==> src/rtl/core/bbt_pkg.sv <==
package bbt_pkg;

   localparam int REGION_BITS    = 20;
   localparam int MIN_BLOCK_BITS = 10;
   localparam int LEVELS         = REGION_BITS - MIN_BLOCK_BITS;
   localparam int NODE_BITS      = LEVELS + 1;
   localparam int DEPTH_BITS     = $clog2(LEVELS + 1);
   localparam int WORDS          = 1 << LEVELS;
   localparam int SIZE_BITS      = 21;
   localparam int OFFSET_BITS    = 20;
   localparam int K_BITS         = $clog2(SIZE_BITS + 1);

   typedef enum logic {
      OP_ALLOC = 1'b0,
      OP_FREE  = 1'b1
   } opcode_type;

   typedef enum logic [2:0] {
      ST_OK      = 3'd0,
      ST_NOSPACE = 3'd1,
      ST_ZERO    = 3'd2,
      ST_TOOBIG  = 3'd3,
      ST_RANGE   = 3'd4,
      ST_ALIGN   = 3'd5
   } status_type;

   typedef struct packed {
      logic                   opcode;
      logic [SIZE_BITS-1:0]   request_size;
      logic [SIZE_BITS-1:0]   free_offset;
   } req_type;

   typedef struct packed {
      logic [2:0]             status;
      logic [OFFSET_BITS-1:0] block_offset;
   } rsp_type;

endpackage

==> src/rtl/core/bbt_ram.sv <==
module bbt_ram #(
   parameter int WIDTH = 2,
   parameter int DEPTH = 1024
) (
   input  logic                     clock,
   input  logic                     we,
   input  logic [$clog2(DEPTH)-1:0] waddr,
   input  logic [WIDTH-1:0]         wdata,
   input  logic [$clog2(DEPTH)-1:0] raddr,
   output logic [WIDTH-1:0]         rdata
);

   logic [WIDTH-1:0] mem [DEPTH];

   always_ff @(posedge clock) begin
      if (we) begin
         mem[waddr] <= wdata;
      end
      rdata <= mem[raddr];
   end

endmodule

==> src/rtl/core/buddy_bit_tree_allocator.sv <==
// Buddy allocator over a 1 MiB region in 1 KiB minimum blocks. Issue a request with start
// while busy is low; exactly one response follows on rsp_valid for one cycle and cannot be
// held off. Allocation walks the tree depth first, for each node visited reading the parent
// word, then the node's child word, then deciding, and climbs back up one level at a time
// when backing out of a full subtree; it then marks ancestors with a read and a write per
// level and sets the root mark last. A search over a tree full of minimum blocks can visit
// every node. A free walks up from the leaf with a read and a write per level, clearing
// marks until a marked node still has a marked child or the root is reached. Errors answer
// in the cycle right after the request. The tree lives in a 1024 x 2 RAM, one word of two
// child marks per inner node, with one read and one write port; after reset a clearing pass
// over every word holds busy high.
module buddy_bit_tree_allocator
   import bbt_pkg::*;
(
   input  logic    clock,
   input  logic    reset,
   input  logic    start,
   output logic    busy,
   input  req_type req,
   output logic    rsp_valid,
   output rsp_type rsp
);

   typedef enum logic [10:0] {
      S_CLEAR   = 11'b00000000001,
      S_IDLE    = 11'b00000000010,
      S_VIS_P   = 11'b00000000100,
      S_VIS_N   = 11'b00000001000,
      S_VIS_D   = 11'b00000010000,
      S_ASCEND  = 11'b00000100000,
      S_MARK_RD = 11'b00001000000,
      S_MARK_WR = 11'b00010000000,
      S_FREE_RD = 11'b00100000000,
      S_FREE_WR = 11'b01000000000,
      S_UNUSED  = 11'b10000000000
   } state_type;

   state_type             state_ff, state_in;
   logic [LEVELS-1:0]     clr_ff, clr_in;
   logic                  root_ff, root_in;
   logic [NODE_BITS-1:0]  node_ff, node_in;
   logic [DEPTH_BITS-1:0] depth_ff, depth_in;
   logic [DEPTH_BITS-1:0] want_ff, want_in;
   logic                  mark_ff, mark_in;
   logic [1:0]            word_ff, word_in;
   logic                  rsp_valid_ff, rsp_valid_in;
   rsp_type               rsp_ff, rsp_in;

   logic                  ram_we;
   logic [LEVELS-1:0]     ram_waddr, ram_raddr;
   logic [1:0]            ram_wdata, ram_rdata;

   logic                  accept;
   logic [SIZE_BITS-1:0]  size_m1;
   logic [K_BITS-1:0]     bitlen, k_val;
   logic [1:0]            children, bit_sel;
   logic [NODE_BITS-1:0]  found;
   logic [31:0]           found_wide;
   logic                  cur_mark;

   bbt_ram #(.WIDTH(2), .DEPTH(WORDS)) u_ram (
      .clock (clock),
      .we    (ram_we),
      .waddr (ram_waddr),
      .wdata (ram_wdata),
      .raddr (ram_raddr),
      .rdata (ram_rdata)
   );

   assign accept    = start && !busy;
   assign busy      = (state_ff != S_IDLE);
   assign rsp_valid = rsp_valid_ff;
   assign rsp       = rsp_ff;

   // Rounded block exponent: bit length of size minus one, never below the minimum block.
   always_comb begin
      size_m1 = req.request_size - SIZE_BITS'(1);
      bitlen  = '0;
      for (int i = 0; i < SIZE_BITS; i++) begin
         if (size_m1[i]) begin
            bitlen = K_BITS'(i + 1);
         end
      end
      k_val = (bitlen < K_BITS'(MIN_BLOCK_BITS)) ? K_BITS'(MIN_BLOCK_BITS) : bitlen;
   end

   assign children   = (depth_ff == DEPTH_BITS'(LEVELS)) ? 2'b00 : ram_rdata;
   assign bit_sel    = node_ff[0] ? 2'b10 : 2'b01;
   assign cur_mark   = node_ff[0] ? ram_rdata[1] : ram_rdata[0];
   // An unmarked node has a free subtree, so its leftmost descendant at the wanted depth fits.
   assign found      = NODE_BITS'(node_ff << (want_ff - depth_ff));
   assign found_wide = 32'(found) << (REGION_BITS - int'(want_ff));

   always_comb begin
      state_in     = state_ff;
      clr_in       = clr_ff;
      root_in      = root_ff;
      node_in      = node_ff;
      depth_in     = depth_ff;
      want_in      = want_ff;
      mark_in      = mark_ff;
      word_in      = word_ff;
      rsp_valid_in = 1'b0;
      rsp_in       = rsp_ff;
      ram_we       = 1'b0;
      ram_waddr    = node_ff[LEVELS:1];
      ram_wdata    = 2'b00;
      ram_raddr    = node_ff[LEVELS:1];

      case (state_ff)
         S_CLEAR: begin
            ram_we    = 1'b1;
            ram_waddr = clr_ff;
            clr_in    = clr_ff + LEVELS'(1);
            if (clr_ff == '1) begin
               state_in = S_IDLE;
            end
         end
         S_IDLE: begin
            if (accept) begin
               rsp_in.block_offset = '0;
               rsp_in.status       = ST_OK;
               if (req.opcode == OP_ALLOC) begin
                  if (req.request_size == '0) begin
                     rsp_in.status = ST_ZERO;
                     rsp_valid_in  = 1'b1;
                  end else if (k_val > K_BITS'(REGION_BITS)) begin
                     rsp_in.status = ST_TOOBIG;
                     rsp_valid_in  = 1'b1;
                  end else begin
                     want_in  = DEPTH_BITS'(K_BITS'(REGION_BITS) - k_val);
                     node_in  = NODE_BITS'(1);
                     depth_in = '0;
                     state_in = S_VIS_P;
                  end
               end else begin
                  if (req.free_offset[SIZE_BITS-1:REGION_BITS] != '0) begin
                     rsp_in.status = ST_RANGE;
                     rsp_valid_in  = 1'b1;
                  end else if (req.free_offset[MIN_BLOCK_BITS-1:0] != '0) begin
                     rsp_in.status = ST_ALIGN;
                     rsp_valid_in  = 1'b1;
                  end else begin
                     node_in  = {1'b1, req.free_offset[REGION_BITS-1:MIN_BLOCK_BITS]};
                     word_in  = 2'b00;
                     state_in = S_FREE_RD;
                  end
               end
            end
         end
         S_VIS_P: begin
            state_in = S_VIS_N;
         end
         S_VIS_N: begin
            mark_in   = (node_ff == NODE_BITS'(1)) ? root_ff : cur_mark;
            ram_raddr = node_ff[LEVELS-1:0];
            state_in  = S_VIS_D;
         end
         S_VIS_D: begin
            if (!mark_ff) begin
               node_in                = found;
               rsp_in.block_offset    = found_wide[OFFSET_BITS-1:0];
               state_in               = S_MARK_RD;
            end else if (children == 2'b00 || depth_ff == want_ff) begin
               state_in = S_ASCEND;
            end else begin
               node_in  = {node_ff[LEVELS-1:0], 1'b0};
               depth_in = depth_ff + DEPTH_BITS'(1);
               state_in = S_VIS_P;
            end
         end
         S_ASCEND: begin
            if (node_ff == NODE_BITS'(1)) begin
               rsp_in.status = ST_NOSPACE;
               rsp_valid_in  = 1'b1;
               state_in      = S_IDLE;
            end else if (!node_ff[0]) begin
               node_in  = node_ff + NODE_BITS'(1);
               state_in = S_VIS_P;
            end else begin
               node_in  = node_ff >> 1;
               depth_in = depth_ff - DEPTH_BITS'(1);
            end
         end
         S_MARK_RD: begin
            if (node_ff == NODE_BITS'(1)) begin
               root_in      = 1'b1;
               rsp_valid_in = 1'b1;
               state_in     = S_IDLE;
            end else begin
               state_in = S_MARK_WR;
            end
         end
         S_MARK_WR: begin
            ram_we    = 1'b1;
            ram_wdata = ram_rdata | bit_sel;
            node_in   = node_ff >> 1;
            state_in  = S_MARK_RD;
         end
         S_FREE_RD: begin
            if (node_ff == NODE_BITS'(1)) begin
               if (root_ff && word_ff == 2'b00) begin
                  root_in = 1'b0;
               end
               rsp_valid_in = 1'b1;
               state_in     = S_IDLE;
            end else begin
               state_in = S_FREE_WR;
            end
         end
         S_FREE_WR: begin
            // A marked node that still has a marked child ends the walk.
            if (cur_mark && word_ff != 2'b00) begin
               rsp_valid_in = 1'b1;
               state_in     = S_IDLE;
            end else begin
               ram_we    = cur_mark;
               ram_wdata = ram_rdata & ~bit_sel;
               word_in   = cur_mark ? (ram_rdata & ~bit_sel) : ram_rdata;
               node_in   = node_ff >> 1;
               state_in  = S_FREE_RD;
            end
         end
         default: begin
            state_in = S_IDLE;
         end
      endcase
   end

   always_ff @(posedge clock) begin
      if (reset) begin
         state_ff     <= S_CLEAR;
         clr_ff       <= '0;
         root_ff      <= 1'b0;
         rsp_valid_ff <= 1'b0;
      end else begin
         state_ff     <= state_in;
         clr_ff       <= clr_in;
         root_ff      <= root_in;
         rsp_valid_ff <= rsp_valid_in;
      end
      node_ff  <= node_in;
      depth_ff <= depth_in;
      want_ff  <= want_in;
      mark_ff  <= mark_in;
      word_ff  <= word_in;
      rsp_ff   <= rsp_in;
   end

`ifndef NO_ASSERTIONS
   a_rsp_after_busy: assert property (@(posedge clock) disable iff (reset)
      rsp_valid |-> $past(busy || accept))
      else $error("response without a request in progress");

   a_depth_bound: assert property (@(posedge clock) disable iff (reset)
      (state_ff == S_VIS_D) |-> (depth_ff <= want_ff))
      else $error("search went below the wanted depth");

   a_write_busy: assert property (@(posedge clock) disable iff (reset)
      ram_we |-> busy)
      else $error("tree write while idle");

   a_ok_on_alloc_offset: assert property (@(posedge clock) disable iff (reset)
      (rsp_valid && rsp.status != ST_OK) |-> (rsp.block_offset == '0))
      else $error("nonzero offset on a failed request");
`endif

endmodule

==> config.mk <==
export PLATFORM = sky130hd
export DESIGN_NAME = buddy_bit_tree_allocator
export DESIGN_NICKNAME = d
export VERILOG_FILES = /design/src/rtl/core/bbt_pkg.sv /design/src/rtl/core/bbt_ram.sv /design/src/rtl/core/buddy_bit_tree_allocator.sv
export SDC_FILE = /design/constraint.sdc
export NUM_CORES = 2
export LEC_CHECK = 0
export BUFFER_PORTS_ARGS = -buffer_cell sky130_fd_sc_hd__buf_2
export CAP_MARGIN = 20
export CORE_ASPECT_RATIO = 1.25
export CORE_MARGIN = 3
export CORE_UTILIZATION = 55
export CTS_BUF_LIST = sky130_fd_sc_hd__clkbuf_8
export DETAILED_ROUTE_END_ITERATION = 12
export PLACE_DENSITY = 0.83
export SLEW_MARGIN = 40
export SYNTH_ARGS = -nofsm -noshare
export SYNTH_HDL_FRONTEND = slang
export SYNTH_HIERARCHICAL = 1
export SYNTH_SLANG_ARGS = --single-unit
export TNS_END_PERCENT = 50
==> constraint.sdc <==
create_clock -name clock -period 79.8 [get_ports clock]
set_input_delay 19.95 -clock clock [delete_from_list [all_inputs] [get_ports clock]]
set_output_delay 19.95 -clock clock [all_outputs]
set_load 0.02 [all_outputs]
==> run metrics <==
run status=completed; clock sink count=2,117; hold path depth=2; required time of the worst setup path=80,410 ps; clock skew=88.9 ps; end point of the most critical hold path=clr_ff[6]; final-report hold violation count=0; number of synthesized register bits=approximately 2,100; average routed wire per standard cell=29.4 um; class of the most critical hold timing path=flip-flop to flip-flop; # IOs=between 70 and 80; First DRT Iteration DRCs=8,175; CTS-repair resized insts=0; post-detailed-route count of antenna-violating nets=0; min cycle time layout=approximately 24,000 ps; number of buffers created by CTS=317; mapped cell area=around 90,000 sq um; cell type with the highest aggregate area in the netlist=sky130_fd_sc_hd__edfxtp_1; chip width=around 370 um; core occupancy in the finished layout=60.3%; root buffer cell=sky130_fd_sc_hd__clkbuf_8; library cells used by synthesis=approximately 100; number of fill cells in the layout=11,000; die span in y=458 um; via count of the first global-routing pass=~54,000; global routing usage on met3=just over 7%; total number of vias=53,500; fraction of layout instances using a drive strength above 1=19.6%; flop-to-flop setup slack=between 70,000 and 80,000 ps; global-route congestion overflow total=0; Worst R2R Path Depth=18; Total Routed Length=235,000 um; max_slew headroom=35.6%; Commonest cells post-synth=2,093 x sky130_fd_sc_hd__edfxtp_1, 1,120 x sky130_fd_sc_hd__nor2_1, 454 x sky130_fd_sc_hd__mux4_2, 273 x sky130_fd_sc_hd__clkbuf_1, 215 x sky130_fd_sc_hd__mux2i_1; crit path DAT=roughly 24,000 ps; Avg Cell Area, Syn=16.2 sq um; global-route wire length before repair=between 300,000 and 400,000 um; number of enable-type register cells in the synthesized netlist=2,093; number of levels in the clock H-tree=5; proportion of synthesized chip area in sequential cells=around 71%; top cells by area, synth=sky130_fd_sc_hd__edfxtp_1 70%, sky130_fd_sc_hd__mux4_2 11%, sky130_fd_sc_hd__nor2_1 4.7%; startpoint of the lowest-slack hold path=clr_ff[6]; pre-CTS WS=55,110 ps; classification of the worst setup path=input pin to flip-flop; final setup violation count=0; Worst R2R End=u_ram/rdata[0]; maximum frequency from static timing analysis=42.4 MHz; peak-usage layer in the global routing report=met2; Synth Flop Type=sky130_fd_sc_hd__edfxtp_1; met2 track utilization from global routing=45.7%; worst-margin pin slew=958 ps; combined global-route utilization of all metal layers=~28%; setup repair bufs after CTS=0; worst path setup slack after routing=56,230 ps; FP Rows=165; HPWL Detailed=138,000 um; clock latency on the worst-skew pair=1060 ps; starting utilization of the core area=55.4%; total non-filler cell area in the finished layout=~98,000 sq um; syn nets=~5,600; # DRC=0; nature of the critical path startpoint=input pin; largest voltage drop on the vdd net=~0.018 mV; share of Yosys cell area claimed by the top area cell type=a little over two thirds; largest net degree at the start of global routing=222; buffers added on ports=70; CTS Buffer Depth=4; setup repair after global routing missed its margin=no; CP Capture Type=flip-flop; count of pins over their slew limit=0; final setup TNS=0 ps; detail-routed via count per cell=6.69; met1 demand-to-capacity share in global routing=about a third; area of the core=162,000 sq um; Gate Count Post-Synth=5,553; synthesis-to-finish area growth=8.89%; leakage power=0.0254 uW; area of the die=168,000 sq um; count of synthesis-stage warnings from yosys=6; global placement routability congestion=0.915; overall power=around 2100 uW; total cell area at the placement stage=92,300 sq um; clock input transition at the sequential cells of the worst setup and hold paths=60 ps; most common cell in the synthesized netlist=sky130_fd_sc_hd__edfxtp_1; cts hold-fix bufs=0; worst-path maximum fanout=11; Max-cap violations=0; number of iterations in the first detailed-routing pass=9; worst reg2reg startpoint=state_ff[8]; number of antenna violations at the first check in global routing=6; power density relative to cell area=21.0 nW/um^2; async set-reset flop share out of synthesis=0%; post-layout net count=5,674; CTS tree=built; Period Utilization, post-route=29.5%
state kept, by name (all words and copies together), names as in the netlist:
register / flops
mark_ff: 1
rsp: 23
u_ram/rdata: 2
node_ff: 11
u_ram/mem: 2048
clr_ff: 10
word_ff: 2
root_ff: 1
rsp_valid: 1
depth_ff: 4
state_ff: 10
want_ff: 4
how the worst max path moves through the flow:
stage / startpoint / slack [ps] / cells past startpoint / to
after floorplan: state_ff[0] / 45480 / 6 / u_ram/mem[0][0]
after global placement: req[21] / 55220 / 16 / depth_ff[0]
after detailed placement: req[21] / 55110 / 16 / depth_ff[0]
after CTS: req[21] / 56140 / 16 / depth_ff[0]
after global routing: req[21] / 56020 / 16 / depth_ff[0]
final: req[21] / 56230 / 16 / node_ff[0]
worst max-delay path: stages:
cell	delay, ps
sky130_fd_sc_hd__buf_2	140
sky130_fd_sc_hd__inv_1	80
sky130_fd_sc_hd__ha_1	370
sky130_fd_sc_hd__o21ai_1	310
sky130_fd_sc_hd__nor3_1	370
sky130_fd_sc_hd__a22o_1	180
sky130_fd_sc_hd__a32o_1	290
sky130_fd_sc_hd__or3b_1	400
sky130_fd_sc_hd__a31oi_1	240
sky130_fd_sc_hd__a211o_1	140
sky130_fd_sc_hd__ha_1	250
sky130_fd_sc_hd__a21boi_1	220
sky130_fd_sc_hd__o31ai_2	120
sky130_fd_sc_hd__o21ai_2	240
sky130_fd_sc_hd__a31o_1	210
sky130_fd_sc_hd__and3_1	640
power breakdown:
| part | internal, uW | switching, uW | total, uW |
|---|---|---|---|
| combinational | 12.3 | 55.3 | 67.6 |
| clock | 385 | 394 | 779 |
| sequential | 1210 | 1.48 | 1210 |
| total | 1600 | 451 | 2050 |
layout by cell type (no fill, tap or decap), drive strengths merged, types with 87 or more instances in the layout:
cell type / instances
mux2i: 215
nor3: 87
nand2: 207
a21oi: 111
mux4: 455
edfxtp: 2093
nor2: 1121
buf: 189
clkbuf: 326
inv: 138
metrics by stage:
step / hold WS (ps) / instances
after floorplan: 458 / 5553
after global placement: 469 / 7452
after detailed placement: 479 / 7465
after CTS: 489 / 7992
after global routing: 548 / 8001
final: 494 / 8004
layer usage:
| metal | wire (um) | vias to the layer above |
|---|---|---|
| li1 | - | 21900 |
| met2 | 115000 | 3981 |
| met5 | 29 | - |
| met3 | 28800 | 920 |
| met4 | 16600 | 4 |
| met1 | 74200 | 26700 |
cells by family after synthesis:
kind of cell               after synthesis  synth area share, %
DFF                                   2117                 70.5
and+or+nand+nor                       1684                 8.00
muxes                                  688                 14.0
AOI/OAI and AO/OA                      552                 4.36
buffers and inverters                  477                 2.67
xor gates and xnor gates                23                0.224
adders and majority gates               12                0.184
area by class of cell:
| type | count | area [sq um] | share of cell area [%] |
|---|---|---|---|
| Antenna cell | 9 | 22.5 | 0.0230 |
| Clock buffer | 325 | 4470 | 4.57 |
| Clock inverter | 202 | 907 | 0.928 |
| Inverter | 31 | 118 | 0.120 |
| Multi-Input combinational cell | 2959 | 24500 | 25.1 |
| Sequential cell | 2117 | 63300 | 64.8 |
| Tap cell | 2171 | 2720 | 2.78 |
| Timing Repair Buffer | 190 | 1680 | 1.71 |
No activity file was read; power rests on OpenSTA's default activity.
